### src/rtl/core/lsat_pkg.sv
package lsat_pkg;

  localparam int CHANNELS        = 8;
  localparam int SAMPLE_BITS     = 12;
  localparam int DEBOUNCE_FRAMES = 8;

  localparam int CH_W     = $clog2(CHANNELS);
  localparam int CNT_W    = $clog2(CHANNELS + 1);
  localparam int DCNT_W   = 4;
  localparam int DARK_W   = 16;
  localparam int ERR_W    = 16;
  localparam int CFG_W    = 16;
  localparam int THR_W    = 4;
  localparam int IDX_W    = 3;
  localparam int DEB_W    = 4;
  localparam int EVT_W    = 16;
  localparam int FRAC_Q15 = 15;

  localparam logic [DARK_W-1:0]       ONE_Q15  = 16'h8000;
  localparam logic [DARK_W-1:0]       HALF_Q15 = 16'h4000;
  localparam logic signed [ERR_W-1:0] ONE_Q14  = 16'sd16384;
  localparam logic signed [ERR_W-1:0] DIR_BAND = 16'sd819;

  localparam logic [SAMPLE_BITS-1:0] WHITE_RESET = SAMPLE_BITS'(3500);
  localparam logic [SAMPLE_BITS-1:0] BLACK_RESET = SAMPLE_BITS'(500);
  localparam logic [CFG_W-1:0]       ALPHA_RESET = 16'd19661;
  localparam logic [THR_W-1:0]       THR_RESET   = 4'd6;
  localparam logic [CFG_W-1:0]       FLOOR_RESET = 16'd4915;

  localparam int NUM_BITS   = SAMPLE_BITS + FRAC_Q15;
  localparam int LDIV_CNT_W = $clog2(NUM_BITS);

  localparam int SUM_W      = DARK_W + CH_W;
  localparam int WSUM_W     = DARK_W + 2 * CH_W + 1;
  localparam int DEN_W      = SUM_W + CH_W;
  localparam int CEN_D_W    = DEN_W + 1;
  localparam int CEN_N_W    = WSUM_W + 16;
  localparam int CDIV_CNT_W = $clog2(CEN_N_W);

  localparam int P1_W      = 2 * ERR_W;
  localparam int P2_W      = 3 * ERR_W;
  localparam int CUB_SPLIT = 24;
  localparam int ACC_W     = 64;
  localparam int CUB_SHIFT = 43;
  localparam int LIN_SHIFT = 28;
  localparam int FPROD_W   = 2 * CFG_W;

  typedef enum logic [1:0] {
    MODE_ANALOG    = 2'd0,
    MODE_DIGITAL   = 2'd1,
    MODE_CAL_WHITE = 2'd2,
    MODE_CAL_BLACK = 2'd3
  } mode_e;

  typedef enum logic [1:0] {
    LINE_ON    = 2'd0,
    LINE_LOST  = 2'd1,
    LINE_CROSS = 2'd2
  } line_e;

  typedef enum logic [IDX_W-1:0] {
    REG_ALPHA  = 3'd0,
    REG_THR    = 3'd1,
    REG_INVERT = 3'd2,
    REG_FLOOR  = 3'd3,
    REG_MEDIAN = 3'd4,
    REG_CUBIC  = 3'd5
  } reg_e;

  typedef enum logic [3:0] {
    MST_IDLE,
    MST_LANES,
    MST_SUM,
    MST_CLASS,
    MST_DIV,
    MST_DIV_END,
    MST_CUB_SQ,
    MST_CUB_CU,
    MST_CUB_LO,
    MST_CUB_HI,
    MST_CUB_END,
    MST_FILT_MUL,
    MST_FILT_ADD,
    MST_EMIT
  } mst_e;

  typedef struct packed {
    logic [CFG_W-1:0] alpha;
    logic [THR_W-1:0] thr;
    logic             invert;
    logic [CFG_W-1:0] floor_lvl;
    logic             median;
    logic [CFG_W-1:0] cubic;
  } cfg_t;

  typedef struct packed {
    logic             start;
    mode_e            mode;
    logic             seeded;
    logic             median;
    logic             invert;
    logic [CFG_W-1:0] floor_lvl;
  } lane_cmd_t;

  typedef struct packed {
    line_e                    state;
    logic signed [ERR_W-1:0]  err;
    logic signed [ERR_W-1:0]  filt;
    logic [DCNT_W-1:0]        dcnt;
    logic [EVT_W-1:0]         events;
  } result_t;

  function automatic logic [SAMPLE_BITS-1:0] med3(input logic [SAMPLE_BITS-1:0] a,
                                                  input logic [SAMPLE_BITS-1:0] b,
                                                  input logic [SAMPLE_BITS-1:0] c);
    logic [SAMPLE_BITS-1:0] lo;
    logic [SAMPLE_BITS-1:0] hi;
    logic [SAMPLE_BITS-1:0] mid;
    lo  = (a > b) ? b : a;
    hi  = (a > b) ? a : b;
    mid = (hi > c) ? c : hi;
    return (lo > mid) ? lo : mid;
  endfunction

  function automatic logic signed [WSUM_W-1:0] weight(input int ch);
    return WSUM_W'(2 * ch - (CHANNELS - 1));
  endfunction

endpackage

### src/rtl/core/lsat_lane.sv
module lsat_lane (
  input  logic                               clk_i,
  input  logic                               rst_ni,
  input  lsat_pkg::lane_cmd_t                cmd_i,
  input  logic [lsat_pkg::SAMPLE_BITS-1:0]   sample_i,
  input  logic                               bit_i,
  output logic [lsat_pkg::DARK_W-1:0]        dark_o,
  output logic                               done_o
);

  logic [lsat_pkg::SAMPLE_BITS-1:0]   white_q, black_q, hist1_q, hist2_q;
  logic [lsat_pkg::SAMPLE_BITS-1:0]   h1, h2, r;
  logic signed [lsat_pkg::SAMPLE_BITS:0] num_s, span_s;
  logic [lsat_pkg::SAMPLE_BITS-1:0]   num_mag, span_mag;
  logic [lsat_pkg::NUM_BITS-1:0]      quo_q;
  logic [lsat_pkg::SAMPLE_BITS-1:0]   rem_q, den_q, rem_d;
  logic [lsat_pkg::SAMPLE_BITS:0]     trial;
  logic                               fit;
  logic                               neg_q, flat_q, digital_q, bit_q, inv_q;
  logic [lsat_pkg::CFG_W-1:0]         floor_q;
  logic                               busy_q, fin_q, done_q;
  logic [lsat_pkg::LDIV_CNT_W-1:0]    step_q;
  logic signed [lsat_pkg::NUM_BITS+1:0] dv;
  logic [lsat_pkg::DARK_W-1:0]        dark_d, dark_q;

  always_comb begin
    h1       = cmd_i.seeded ? hist1_q : sample_i;
    h2       = cmd_i.seeded ? hist2_q : sample_i;
    r        = cmd_i.median ? lsat_pkg::med3(sample_i, h1, h2) : sample_i;
    num_s    = $signed({1'b0, white_q}) - $signed({1'b0, r});
    span_s   = $signed({1'b0, white_q}) - $signed({1'b0, black_q});
    num_mag  = num_s[lsat_pkg::SAMPLE_BITS] ? lsat_pkg::SAMPLE_BITS'(-num_s)
                                            : num_s[lsat_pkg::SAMPLE_BITS-1:0];
    span_mag = span_s[lsat_pkg::SAMPLE_BITS] ? lsat_pkg::SAMPLE_BITS'(-span_s)
                                             : span_s[lsat_pkg::SAMPLE_BITS-1:0];
  end

  always_comb begin
    trial = {rem_q, quo_q[lsat_pkg::NUM_BITS-1]};
    fit   = (trial >= {1'b0, den_q});
    rem_d = fit ? lsat_pkg::SAMPLE_BITS'(trial - {1'b0, den_q})
                : trial[lsat_pkg::SAMPLE_BITS-1:0];
  end

  always_comb begin
    if (flat_q) begin
      dv = '0;
    end else if (neg_q) begin
      dv = -$signed({2'b00, quo_q});
    end else begin
      dv = $signed({2'b00, quo_q});
    end
    if (inv_q) begin
      dv = $signed((lsat_pkg::NUM_BITS + 2)'(lsat_pkg::ONE_Q15)) - dv;
    end
    if (dv < 0) begin
      dark_d = '0;
    end else if (dv > $signed((lsat_pkg::NUM_BITS + 2)'(lsat_pkg::ONE_Q15))) begin
      dark_d = lsat_pkg::ONE_Q15;
    end else begin
      dark_d = dv[lsat_pkg::DARK_W-1:0];
    end
    if (dark_d < floor_q) begin
      dark_d = '0;
    end
    if (digital_q) begin
      dark_d = (bit_q ^ inv_q) ? lsat_pkg::ONE_Q15 : '0;
    end
  end

  always_ff @(posedge clk_i or negedge rst_ni) begin
    if (!rst_ni) begin
      white_q <= lsat_pkg::WHITE_RESET;
      black_q <= lsat_pkg::BLACK_RESET;
      hist1_q <= '0;
      hist2_q <= '0;
      busy_q  <= 1'b0;
      fin_q   <= 1'b0;
      done_q  <= 1'b0;
      step_q  <= '0;
    end else begin
      done_q <= fin_q;
      fin_q  <= 1'b0;
      if (cmd_i.start) begin
        case (cmd_i.mode)
          lsat_pkg::MODE_ANALOG: begin
            busy_q <= 1'b1;
            step_q <= '0;
            if (cmd_i.median) begin
              hist2_q <= h1;
              hist1_q <= sample_i;
            end else if (!cmd_i.seeded) begin
              hist2_q <= sample_i;
              hist1_q <= sample_i;
            end
          end
          lsat_pkg::MODE_DIGITAL: begin
            busy_q <= 1'b1;
            step_q <= '0;
          end
          lsat_pkg::MODE_CAL_WHITE: white_q <= sample_i;
          lsat_pkg::MODE_CAL_BLACK: black_q <= sample_i;
          default: ;
        endcase
      end else if (busy_q) begin
        step_q <= step_q + 1'b1;
        if (step_q == lsat_pkg::LDIV_CNT_W'(lsat_pkg::NUM_BITS - 1)) begin
          busy_q <= 1'b0;
          fin_q  <= 1'b1;
        end
      end
    end
  end

  always_ff @(posedge clk_i) begin
    if (cmd_i.start) begin
      quo_q     <= {num_mag, {lsat_pkg::FRAC_Q15{1'b0}}};
      rem_q     <= '0;
      den_q     <= span_mag;
      neg_q     <= num_s[lsat_pkg::SAMPLE_BITS] ^ span_s[lsat_pkg::SAMPLE_BITS];
      flat_q    <= (span_mag <= lsat_pkg::SAMPLE_BITS'(1));
      digital_q <= (cmd_i.mode == lsat_pkg::MODE_DIGITAL);
      bit_q     <= bit_i;
      inv_q     <= cmd_i.invert;
      floor_q   <= cmd_i.floor_lvl;
    end else if (busy_q) begin
      rem_q <= rem_d;
      quo_q <= {quo_q[lsat_pkg::NUM_BITS-2:0], fit};
    end
    if (fin_q) begin
      dark_q <= dark_d;
    end
  end

  assign dark_o = dark_q;
  assign done_o = done_q;

endmodule

### config.mk
export PLATFORM = sky130hd
export DESIGN_NAME = lsat_lane
export DESIGN_NICKNAME = d
export VERILOG_FILES = /design/src/rtl/core/lsat_pkg.sv /design/src/rtl/core/lsat_lane.sv
export SDC_FILE = /design/constraint.sdc
export NUM_CORES = 1
export LEC_CHECK = 0
export ABC_AREA = 1
export BUFFER_PORTS_ARGS = -buffer_cell sky130_fd_sc_hd__buf_2
export CAP_MARGIN = 5
export CORE_MARGIN = 10
export CORE_UTILIZATION = 46
export CTS_BUF_LIST = sky130_fd_sc_hd__clkbuf_16
export DETAILED_ROUTE_END_ITERATION = 6
export GPL_TIMING_DRIVEN = 0
export PLACE_DENSITY = 0.65
export SETUP_SLACK_MARGIN = 0.5
export SYNTH_ARGS = -nofsm -noshare
export SYNTH_HDL_FRONTEND = slang
export SYNTH_SLANG_ARGS = --single-unit
### constraint.sdc
create_clock -name clk_i -period 10.8 [get_ports clk_i]
set_clock_uncertainty 0.1 [all_clocks]
set_input_delay 0.54 -clock clk_i [delete_from_list [all_inputs] [get_ports clk_i]]
set_output_delay 0.54 -clock clk_i [all_outputs]
set_load 0.02 [all_outputs]
==> summary.md, run 1 <==
| Metric | Value |
|---|---|
| Status | `finished clean` |
| Fin Hold WS | `0.180 ns` |
| H-tree depth | `4` |
| Most frequent CP cell | `o21ai_0` |
| Worst-path fanout max | `10` |
| Final Hold Fails | `0` |
| Top-area cell type share of the netlist area | `15.9%` |
| CP startpoint kind | `input pin` |
| Worst r2r dst | `quo_q[26]` |
| Setup WS pre-CTS | `0.257 ns` |
| Worst path bufs/invs | `10` |
| Routed WL per cell | `15.7 um` |
| Syn Area/Cell | `~7.2 sq um` |
| WP depth | `43` |
| Synth cell types | `52` |
| R2r worst-path depth | `40` |
| Critical R2R Launch | `hist1_q[4]` |
| Routed vias/inst | `5.38` |
| Placed Instances | `1980` |
| Grt ovf | `0` |
| Skew-Pair Late Insertion Delay | `0.43 ns` |
| PD cells | `between 200 and 250 nW/um^2` |
| Kind of critical path | `input pin to register` |
| Cell Count, Final, Fillers Out | `2013` |
| Asr flop ratio synth | `38.9%` |
| Most common cell after layout, fill and taps aside | `nand2_1` |
| Clk pin slew, worst setup/hold paths | `0.07 ns` |
| Max cap viols | `0` |
| Required time of the critical path | `10.86 ns` |
| Critical path origin | `cmd_i[18]` |
| Register area share after synthesis | `32.9%` |
| Clock tree sinks | `144` |
| Top cells by area, synth | `edfxtp_1, nand2_1, ha_1, dfrtp_1, inv_1` |
| Slew margin rel. | `between 15 and 20%` |
| Largest net degree at the start of global routing | `40` |
| Final nets | `roughly 1800` |
| Nature of the critical path endpoint | `register` |
| Reg-to-reg slack, setup | `1.70 ns` |
| Final wirelength | `~32000 um` |
| Drt initial violations | `889` |
| Setup TNS | `0 ns` |
| Hold Crit Class | `input pin to register` |
| Crit path largest cell delay | `0.43 ns` |
| Synth-to-Final Area Change | `11.2%` |
| Critical Path End | `quo_q[26]` |
| Post-Synthesis Cell Area | `11500 sq um` |
| Global-route wire length before repair | `around 52000 um` |
| VDD IR max | `between 0.1 and 0.15 mV` |
| Fill count | `2435` |
| DRC | `0` |
| # diodes | `0` |
| Post-synth EDFFs | `61` |
| Die Width | `178 um` |
| Cell family with most CP delay | `compound AO/OA/AOI/OAI gates` |
| Warnings, synthesis | `0` |
| Worst path arrival time | `about 9.5 ns` |
| RSZ-0062 raised after global routing | `false` |
| Overall via count from detail_route | `10800` |
| Antenna violations before repair | `0` |
| Die Area | `around 32000 sq um` |
| Cell accounting for the most synthesized area | `edfxtp_1` |
| Final WS setup | `roughly 1.3 ns` |
| GP Congestion | `approximately 0.93` |
| # rows | `57` |
| Crit path max-delay cell type | `clkbuf_1` |
| IO buf count | `51` |
| LEAKAGE | `6.24 nW` |
| Num CTS Buffers | `17` |
| Most flop-heavy register | `quo_q` |
| Core area | `24500 sq um` |
| Tcrit/Tclk final | `87.5%` |
| Root Driver | `clkbuf_16` |
| Fmax | `106 MHz` |
| CTS tree | `built` |
| Routed Antenna Nets | `0` |
| Maximum root-to-sink buffer count | `2` |
| Worst-margin pin slew | `1.23 ns` |
| Die Height | `between 150 and 200 um` |
| Flops & latches, synth | `144` |
| Commonest cells after routing, fill and taps aside | `nand2_1, inv_1, nor2_1` |
| First-pass DRT Iterations | `6` |
| Dpl hpwl | `24500 um` |
| Cell count after synthesis | `1604` |
| Max-slew violation count | `0` |
| Initial Utilization | `47.1%` |
| I/O pins | `between 50 and 60` |
| Tot GR Track Use | `between 20 and 25%` |
| Prevailing post-synth register cell | `edfxtp_1` |
| Final setup viols | `0` |
| Max FFs per register | `27` |
| Layout cells sized above 1 | `under 10%` |
| Syn_nets | `~1700` |
| Vias in the first global route | `approximately 10000` |
| Tmin final | `9.45 ns` |
==> layer usage <==
metal / vias up / wire [um] / global-route usage, %
met5: - / 0 / 0
met4: 0 / 1080 / 7.96
met3: 54 / 1270 / 3.00
met2: 259 / 15100 / 34.4
met1: 5014 / 14100 / 25.0
li1: 5498 / - / -
==> where the power goes <==
group	internal, W	switching, W
registers	0.000711	0.0000713
logic	0.000624	0.00117
clock network	0.000343	0.000262
==> stage by stage <==
step           util (%)  power (W)  instance area (sq um)
2_1_floorplan         -    0.00215                  11500
3_3_place_gp       49.8    0.00252                  12200
3_5_place_dp       49.9    0.00255                  12200
4_1_cts            52.3    0.00317                  12800
5_1_grt            52.4    0.00348                  12800
6_report           52.4    0.00318                  12800
==> Yosys cell counts (all sizes together) (12+ instances only) <==
library cell	instances
nor3	31
nand2	393
dfrtp	43
edfxtp	61
dfstp	13
o211ai	15
xor2	37
ha	92
o22ai	36
nand3	107
a21oi	91
o21ai	121
buf	13
o21a	12
nand4	16
inv	221
nor2	167
clkbuf	37
dfxtp	27
==> worst min path at each step <==
stage          slack (ns)           to  startpoint  cells past startpoint
4_1_cts              0.17  floor_q[13]   cmd_i[13]                      1
6_report             0.18   floor_q[7]    cmd_i[7]                      1
3_3_place_gp         0.36     rem_q[9]    rem_q[9]                      2
3_5_place_dp         0.36     rem_q[9]    rem_q[9]                      2
5_1_grt              0.16   floor_q[5]    cmd_i[5]                      1
2_1_floorplan        0.14   black_q[0]      rst_ni                      0
==> logic make-up (layout without fill, tap and decap cells) <==
logic type                 after synthesis  after routing  synth area share (%)
adders and majority gates               95             95                  10.5
buffers and inverters                  274            359                  9.31
DFF                                    144            144                  32.9
and+or+nand+nor                        730            730                  27.9
AOI/OAI and AO/OA                      317            317                  16.0
xor gates and xnor gates                44             44                  3.35
==> timing repair <==
action	in CTS	in global routing
setup endpoints to repair	0	12
resized for setup	0	14
hold buffers	1	0
buffers inserted	0	0
endpoints found under the hold margin	17	0
==> final cells by class <==
cell class | instances | area, sq um | share of cell area (%)
clock buffer | 17 | 425 | 3.32
inverter | 224 | 841 | 6.56
sequential | 144 | 3790 | 29.6
buffer | 50 | 240 | 1.88
clock inverter | 15 | 161 | 1.26
multi-input combinational | 1186 | 6660 | 52.0
tap | 324 | 405 | 3.16
timing repair buffer | 53 | 285 | 2.23
==> worst register-to-register path: cells and delay by family (launching register included) <==
kind                     cells  cell delay [ns]
flip-flops                   1             0.39
AND/OR/NAND/NOR              7             0.96
AO/OA/AOI/OAI               21             4.22
XOR/XNOR                     1             0.34
buffers and inverters        7             1.64
adder cells (fa/ha/maj)      4             1.18
(Power assumes the default switching activity.)
==> run 2, diff against run 1 <==
Clock period 10.8 ns to 9.8 ns, I/O delays scaled along.
==> run 2 against run 1 <==
Critical path depth is the same. Non-clock buffer count is the same. Flip-flop and latch count is the same. Critical path type unchanged. Critical endpoint is now quo_q[18]. Largest power group unchanged.
==> summary.md, run 2 (synthesis results as in run 1) <==
| Metric | Value |
|---|---|
| Most flop-heavy register | `quo_q` |
| Setup WS pre-CTS | `-0.693 ns (-0.950 ns)` |
| Tot GR Track Use | `20.1% (about the same)` |
| Synth-to-Final Area Change | `11.7%` |
| Setup TNS | `0 ns (unchanged)` |
| Largest net degree at the start of global routing | `40 (unchanged)` |
| Overall via count from detail_route | `10800 (-0.25%)` |
| Final Hold Fails | `0 (unchanged)` |
| Crit path max-delay cell type | `a21oi_1` |
| Dpl hpwl | `24500 um (unchanged)` |
| Core area | `24500 sq um (unchanged)` |
| Drt initial violations | `848 (-4.6%)` |
| Most common cell after layout, fill and taps aside | `nand2_1` |
| H-tree depth | `4 (unchanged)` |
| Worst path arrival time | `8.75 ns (-0.76 ns)` |
| Final wirelength | `31600 um (about the same)` |
| RSZ-0062 raised after global routing | `false` |
| Maximum root-to-sink buffer count | `2 (unchanged)` |
| Die Height | `178 um (unchanged)` |
| Fmax | `115 MHz` |
| LEAKAGE | `6.26 nW (+0.31%)` |
| Worst-margin pin slew | `1.24 ns (+0.0140 ns)` |
| Grt ovf | `0 (unchanged)` |
| Tmin final | `~8.7 ns` |
| Clock tree sinks | `144 (unchanged)` |
| CTS tree | `built` |
| First-pass DRT Iterations | `5 (-1)` |
| Layout cells sized above 1 | `10.5% (+0.71 points)` |
| Crit path largest cell delay | `0.50 ns (+0.07 ns)` |
| I/O pins | `54 (unchanged)` |
| Final Util | `52.6% (+0.24 points)` |
| Skew-Pair Late Insertion Delay | `0.43 ns (about the same)` |
| Hold Crit Class | `input pin to register` |
| Initial Utilization | `47.1% (unchanged)` |
| Max cap viols | `0 (unchanged)` |
| Total power after layout | `0.00352 W (+11%)` |
| IO buf count | `51 (unchanged)` |
| Clk pin slew, worst setup/hold paths | `0.07 ns (about the same)` |
| Fin Hold WS | `0.130 ns (-0.0499 ns)` |
| Routed vias/inst | `5.36 (-0.25%)` |
| # diodes | `0 (unchanged)` |
| Root Driver | `clkbuf_16` |
| Max FFs per register | `27 (unchanged)` |
| # rows | `57 (unchanged)` |
| Commonest cells after routing, fill and taps aside | `nand2_1, inv_1, nor2_1` |
| Final nets | `1808 (unchanged)` |
| Postcts setup bufs | `0 (unchanged)` |
| Final WS setup | `1.10 ns (-0.249 ns)` |
| Kind of critical path | `input pin to register` |
| Num CTS Buffers | `17 (unchanged)` |
| Max-slew violation count | `0 (unchanged)` |
| Routed Antenna Nets | `0 (unchanged)` |
| Tcrit/Tclk final | `88.8%` |
| Most frequent CP cell | `a21oi_1` |
| Die Width | `178 um (unchanged)` |
| Nature of the critical path endpoint | `register` |
| VDD IR max | `0.116 mV (+9.4%)` |
| Status | `finished clean` |
| Worst-path fanout max | `10 (unchanged)` |
| Die Area | `31800 sq um (unchanged)` |
| Routed WL per cell | `15.7 um (about the same)` |
| Global-route wire length before repair | `51900 um (about the same)` |
| Vias in the first global route | `10400 (-0.029%)` |
| Slew margin rel. | `17.1% (-0.93 points)` |
| Final setup viols | `0 (unchanged)` |
| PD cells | `274 nW/um^2 (+10%)` |
| CP startpoint kind | `input pin` |
| GP Congestion | `0.931 (unchanged)` |
| Required time of the critical path | `9.85 ns (-1.01 ns)` |
| DRC | `0 (unchanged)` |
| Antenna violations before repair | `0 (unchanged)` |
## run 2: cell count changes in the layout (fill, tap and decap cells not counted), moves of 2 or more
cell	previous run	this run
o21ai_0	116	114
buf_2	55	57
a21oi_2	0	4
o21ai_1	4	6
a21oi_1	91	87
clkbuf_1	31	28
## run 2: metal layers
metal / part of all wire (%) / wire [um] / GRT usage, %
met1: 45 / 14400 / 25.0
met2: 48 / 15200 / 34.5
met3: 3.5 / 1100 / 2.98
met4: 3.2 / 1020 / 7.85
met5: 0 / 0 / 0
## run 2: final cells by class
type                    instances  area, sq um
repair buffers                 53          285
clock inverters                15          161
clock buffers                  17          425
inverters                     224          841
plain buffers                  50          249
flip-flops and latches        144         3790
multi-input cells            1186         6710
well taps                     324          405
fillers                      2429        11600
## run 2: worst max-delay path, delay by kind of cell
kind | cells | cell delay, ns
AND/OR/NAND/NOR | 8 | 1.16
adder cells (fa/ha/maj) | 5 | 1.59
buffers and inverters | 7 | 1.42
AO/OA/AOI/OAI | 23 | 4.07
## run 2: repair_timing
action / in CTS / in global routing
pin swaps: 0 / 0
gates cloned: 0 / 0
endpoints found under the hold margin: 17 / 0
setup endpoints to repair: 12 / 12
hold buffers: 1 / 0
resized for setup: 8 / 23
## run 2: worst paths after layout
| path | startpoint | end | depth (start not counted) | slack [ns] |
|---|---|---|---|---|
| setup / recovery | cmd_i[18] | quo_q[18] | 43 | 1.10 |
| hold / removal | cmd_i[7] | floor_q[7] | 1 | 0.13 |
| setup reg to reg | hist1_q[4] | quo_q[18] | 41 | 1.22 |
| hold reg to reg | rem_q[9] | rem_q[9] | 2 | 0.37 |
| max in group asynchronous | rst_ni | white_q[2] | 3 | 8.50 |
| min in group asynchronous | rst_ni | hist1_q[10] | 2 | 0.44 |
## run 2: power by group
| part | total (W) | internal, W | leakage, nW | switching [W] |
|---|---|---|---|---|
| Combinational | 0.00199 | 0.000695 | 4.51 | 0.00130 |
| Sequential | 0.000863 | 0.000784 | 1.47 | 0.0000791 |
| Clock | 0.000667 | 0.000378 | 0.277 | 0.000288 |
## run 2: metrics by stage
step / cells / area (sq um)
after floorplan: 1604 / 11500
after global placement: 1979 / 12200
after detailed placement: 1980 / 12200
after CTS: 2013 / 12800
after global routing: 2013 / 12900
final: 2013 / 12900
==> run 3, diff against run 2 <==
Settings changed: CORE_MARGIN 10 to 5, REMOVE_ABC_BUFFERS set to 1.
==> run 3 against run 2 <==
Via count is 3.1% lower. Critical path depth is 1 higher. First-iteration DRC count is 25% lower. Combinational power is 4% lower. Power is 2.7% lower. Register-to-register slack hardly changed. Cell count is 1.7% lower. Non-clock buffer count is 44 lower. Worst hold slack worse by 0.099 ns. Sequential share of layout area is 0.24 points higher. Critical endpoint is now quo_q[23].
==> summary.md, run 3 (synthesis results as in run 1) <==
| Metric | Value |
|---|---|
| Status | `finished clean` |
| Global-route wire length before repair | `46300 um (-11%)` |
| GP Congestion | `0.875 (-6.1%)` |
| Tmin final | `8.63 ns (-0.0707 ns)` |
| Tot GR Track Use | `19.6% (-0.54 points)` |
| Maximum root-to-sink buffer count | `2 (unchanged)` |
| Worst r2r dst | `quo_q[23]` |
| Reg-to-reg slack, setup | `1.23 ns (about the same)` |
| H-tree depth | `4 (unchanged)` |
| Dpl hpwl | `20500 um (-16%)` |
| I/O pins | `54 (unchanged)` |
| Worst-path fanout max | `36 (+26)` |
| CTS tree | `built` |
| DRC | `0 (unchanged)` |
| Critical R2R Launch | `hist1_q[2]` |
| Drt initial violations | `635 (-25%)` |
| Cell family with most CP delay | `compound AO/OA/AOI/OAI gates` |
| First-pass DRT Iterations | `5 (unchanged)` |
| VDD IR max | `0.124 mV (+6.7%)` |
| # rows | `58 (+1.8%)` |
| R2r worst-path depth | `42 (+2.4%)` |
| Final WS setup | `1.17 ns (+0.0707 ns)` |
| Crit path max-delay cell type | `o21ai_1` |
| Antenna violations before repair | `0 (unchanged)` |
| Vias in the first global route | `9851 (-5.7%)` |
| IO buf count | `53 (+3.9%)` |
| Clk pin slew, worst setup/hold paths | `0.07 ns (about the same)` |
| CP startpoint kind | `input pin` |
| Kind of critical path | `input pin to register` |
| Synth-to-Final Area Change | `10.8%` |
| Clock tree sinks | `144 (unchanged)` |
| Tcrit/Tclk final | `88.1% (-0.72 points)` |
| Setup TNS | `0 ns (unchanged)` |
| LEAKAGE | `6.19 nW (-1.2%)` |
| Routed Antenna Nets | `0 (unchanged)` |
| Fmax | `116 MHz (+0.82%)` |
| Layout cells sized above 1 | `11.0% (+0.44 points)` |
| Grt ovf | `0 (unchanged)` |
| Slew margin rel. | `19.8% (+2.7 points)` |
| Most common cell after layout, fill and taps aside | `nand2_1` |
| Root Driver | `clkbuf_16` |
| Max cap viols | `0 (unchanged)` |
| Commonest cells after routing, fill and taps aside | `nand2_1, inv_1, nor2_1` |
| Hold Crit Class | `input pin to async pin` |
| Final nets | `1768 (-2.2%)` |
| Worst path bufs/invs | `6 (-1)` |
| Nature of the critical path endpoint | `register` |
| Hold_buf cts | `0 (-1)` |
| Core area | `24900 sq um (+1.8%)` |
| Overall via count from detail_route | `10500 (-3.1%)` |
| # diodes | `0 (unchanged)` |
| Critical path origin | `cmd_i[18]` |
| Routed WL per cell | `14.0 um (-11%)` |
| Max-slew violation count | `0 (unchanged)` |
| Die Area | `28300 sq um (-11%)` |
| Fill count | `2427 (-0.082%)` |
| RSZ-0062 raised after global routing | `false` |
| Skew-Pair Late Insertion Delay | `0.43 ns (about the same)` |
| Max FFs per register | `27 (unchanged)` |
| Crit path largest cell delay | `0.47 ns (-0.03 ns)` |
| Most flop-heavy register | `quo_q` |
| Most frequent CP cell | `a21oi_1` |
| Fin Hold WS | `0.0319 ns (-0.0985 ns)` |
| Setup WS pre-CTS | `-1.58 ns (-0.882 ns)` |
| Required time of the critical path | `9.83 ns (-0.02 ns)` |
| Die Width | `168 um (-5.6%)` |
| Num CTS Buffers | `17 (unchanged)` |
| Total power after layout | `0.00343 W (-2.7%)` |
| Routed vias/inst | `5.29 (-1.4%)` |
| Area after DPL | `12000 sq um (-1.6%)` |
| WP depth | `44 (+2.3%)` |
| Final Hold Fails | `0 (unchanged)` |
| Initial Utilization | `46.3% (-0.81 points)` |
| Fin area | `12800 sq um (-0.80%)` |
| Final setup viols | `0 (unchanged)` |
| Die Height | `168 um (-5.6%)` |
| PD cells | `269 nW/um^2 (-1.9%)` |
| Worst path arrival time | `8.66 ns (-0.09 ns)` |
| Critical Path End | `quo_q[23]` |
| Worst-margin pin slew | `1.20 ns (-0.0418 ns)` |
| Final wirelength | `27600 um (-13%)` |
| Largest net degree at the start of global routing | `61 (+53%)` |
[run 3: cell count changes in the layout (fill, tap and decap cells not counted), sizes merged, moves of 2 or more]
cell and delta:
buf -8, bufinv -2, clkbuf -33, clkinv -3, inv +4
[run 3: cell type report]
class                      instances  area, sq um  share of cell area (%)
clock buffer                      19          475                    3.72
clock inverter                    13         95.1                   0.745
inverter                         224          845                    6.62
multi-input combinational       1188         6780                    53.1
sequential                       144         3790                    29.7
tap                              330          413                    3.23
timing repair buffer              59          352                    2.75
timing repair inverter             2         12.5                  0.0980
[run 3: timing repair]
item | in CTS | in global routing
pin swaps | 1 | 2
gates cloned | 3 | 1
buffers inserted | 0 | 4
gates resized for setup | 13 | 19
setup endpoints to repair | 12 | 12
[run 3: worst min-delay path by stage]
stage / startpoint / to / slack, ns / cells after the start
6_report: rst_ni / hist1_q[2] / 0.03 / 1
5_1_grt: rst_ni / hist1_q[2] / 0.08 / 1
4_1_cts: cmd_i[3] / floor_q[3] / 0.12 / 1
3_5_place_dp: black_q[10] / black_q[10] / 0.37 / 2
3_3_place_gp: rem_q[9] / rem_q[9] / 0.36 / 2
2_1_floorplan: rst_ni / black_q[0] / 0.09 / 0
[run 3: stage by stage]
step,std cells,utilization (%)
2_1_floorplan,1554,-
3_3_place_gp,1937,48.1
3_5_place_dp,1938,48.2
4_1_cts,1973,50.8
5_1_grt,1979,51.3
6_report,1979,51.3
[run 3: routing by layer]
layer  vias to the layer above  wire length, um  global-route usage [%]
met5                         -                0                       0
li1                       5418                -                       -
met2                       202            14100                    35.7
met1                      4803            12000                    24.0
met3                        40              942                    2.65
met4                         0              616                    6.07
[run 3: report_power, final]
group / internal (W) / switching, W / total [W]
combinational: 0.000686 / 0.00124 / 0.00192
sequential: 0.000784 / 0.0000893 / 0.000874
clock: 0.000358 / 0.000274 / 0.000632
total: 0.00183 / 0.00160 / 0.00343
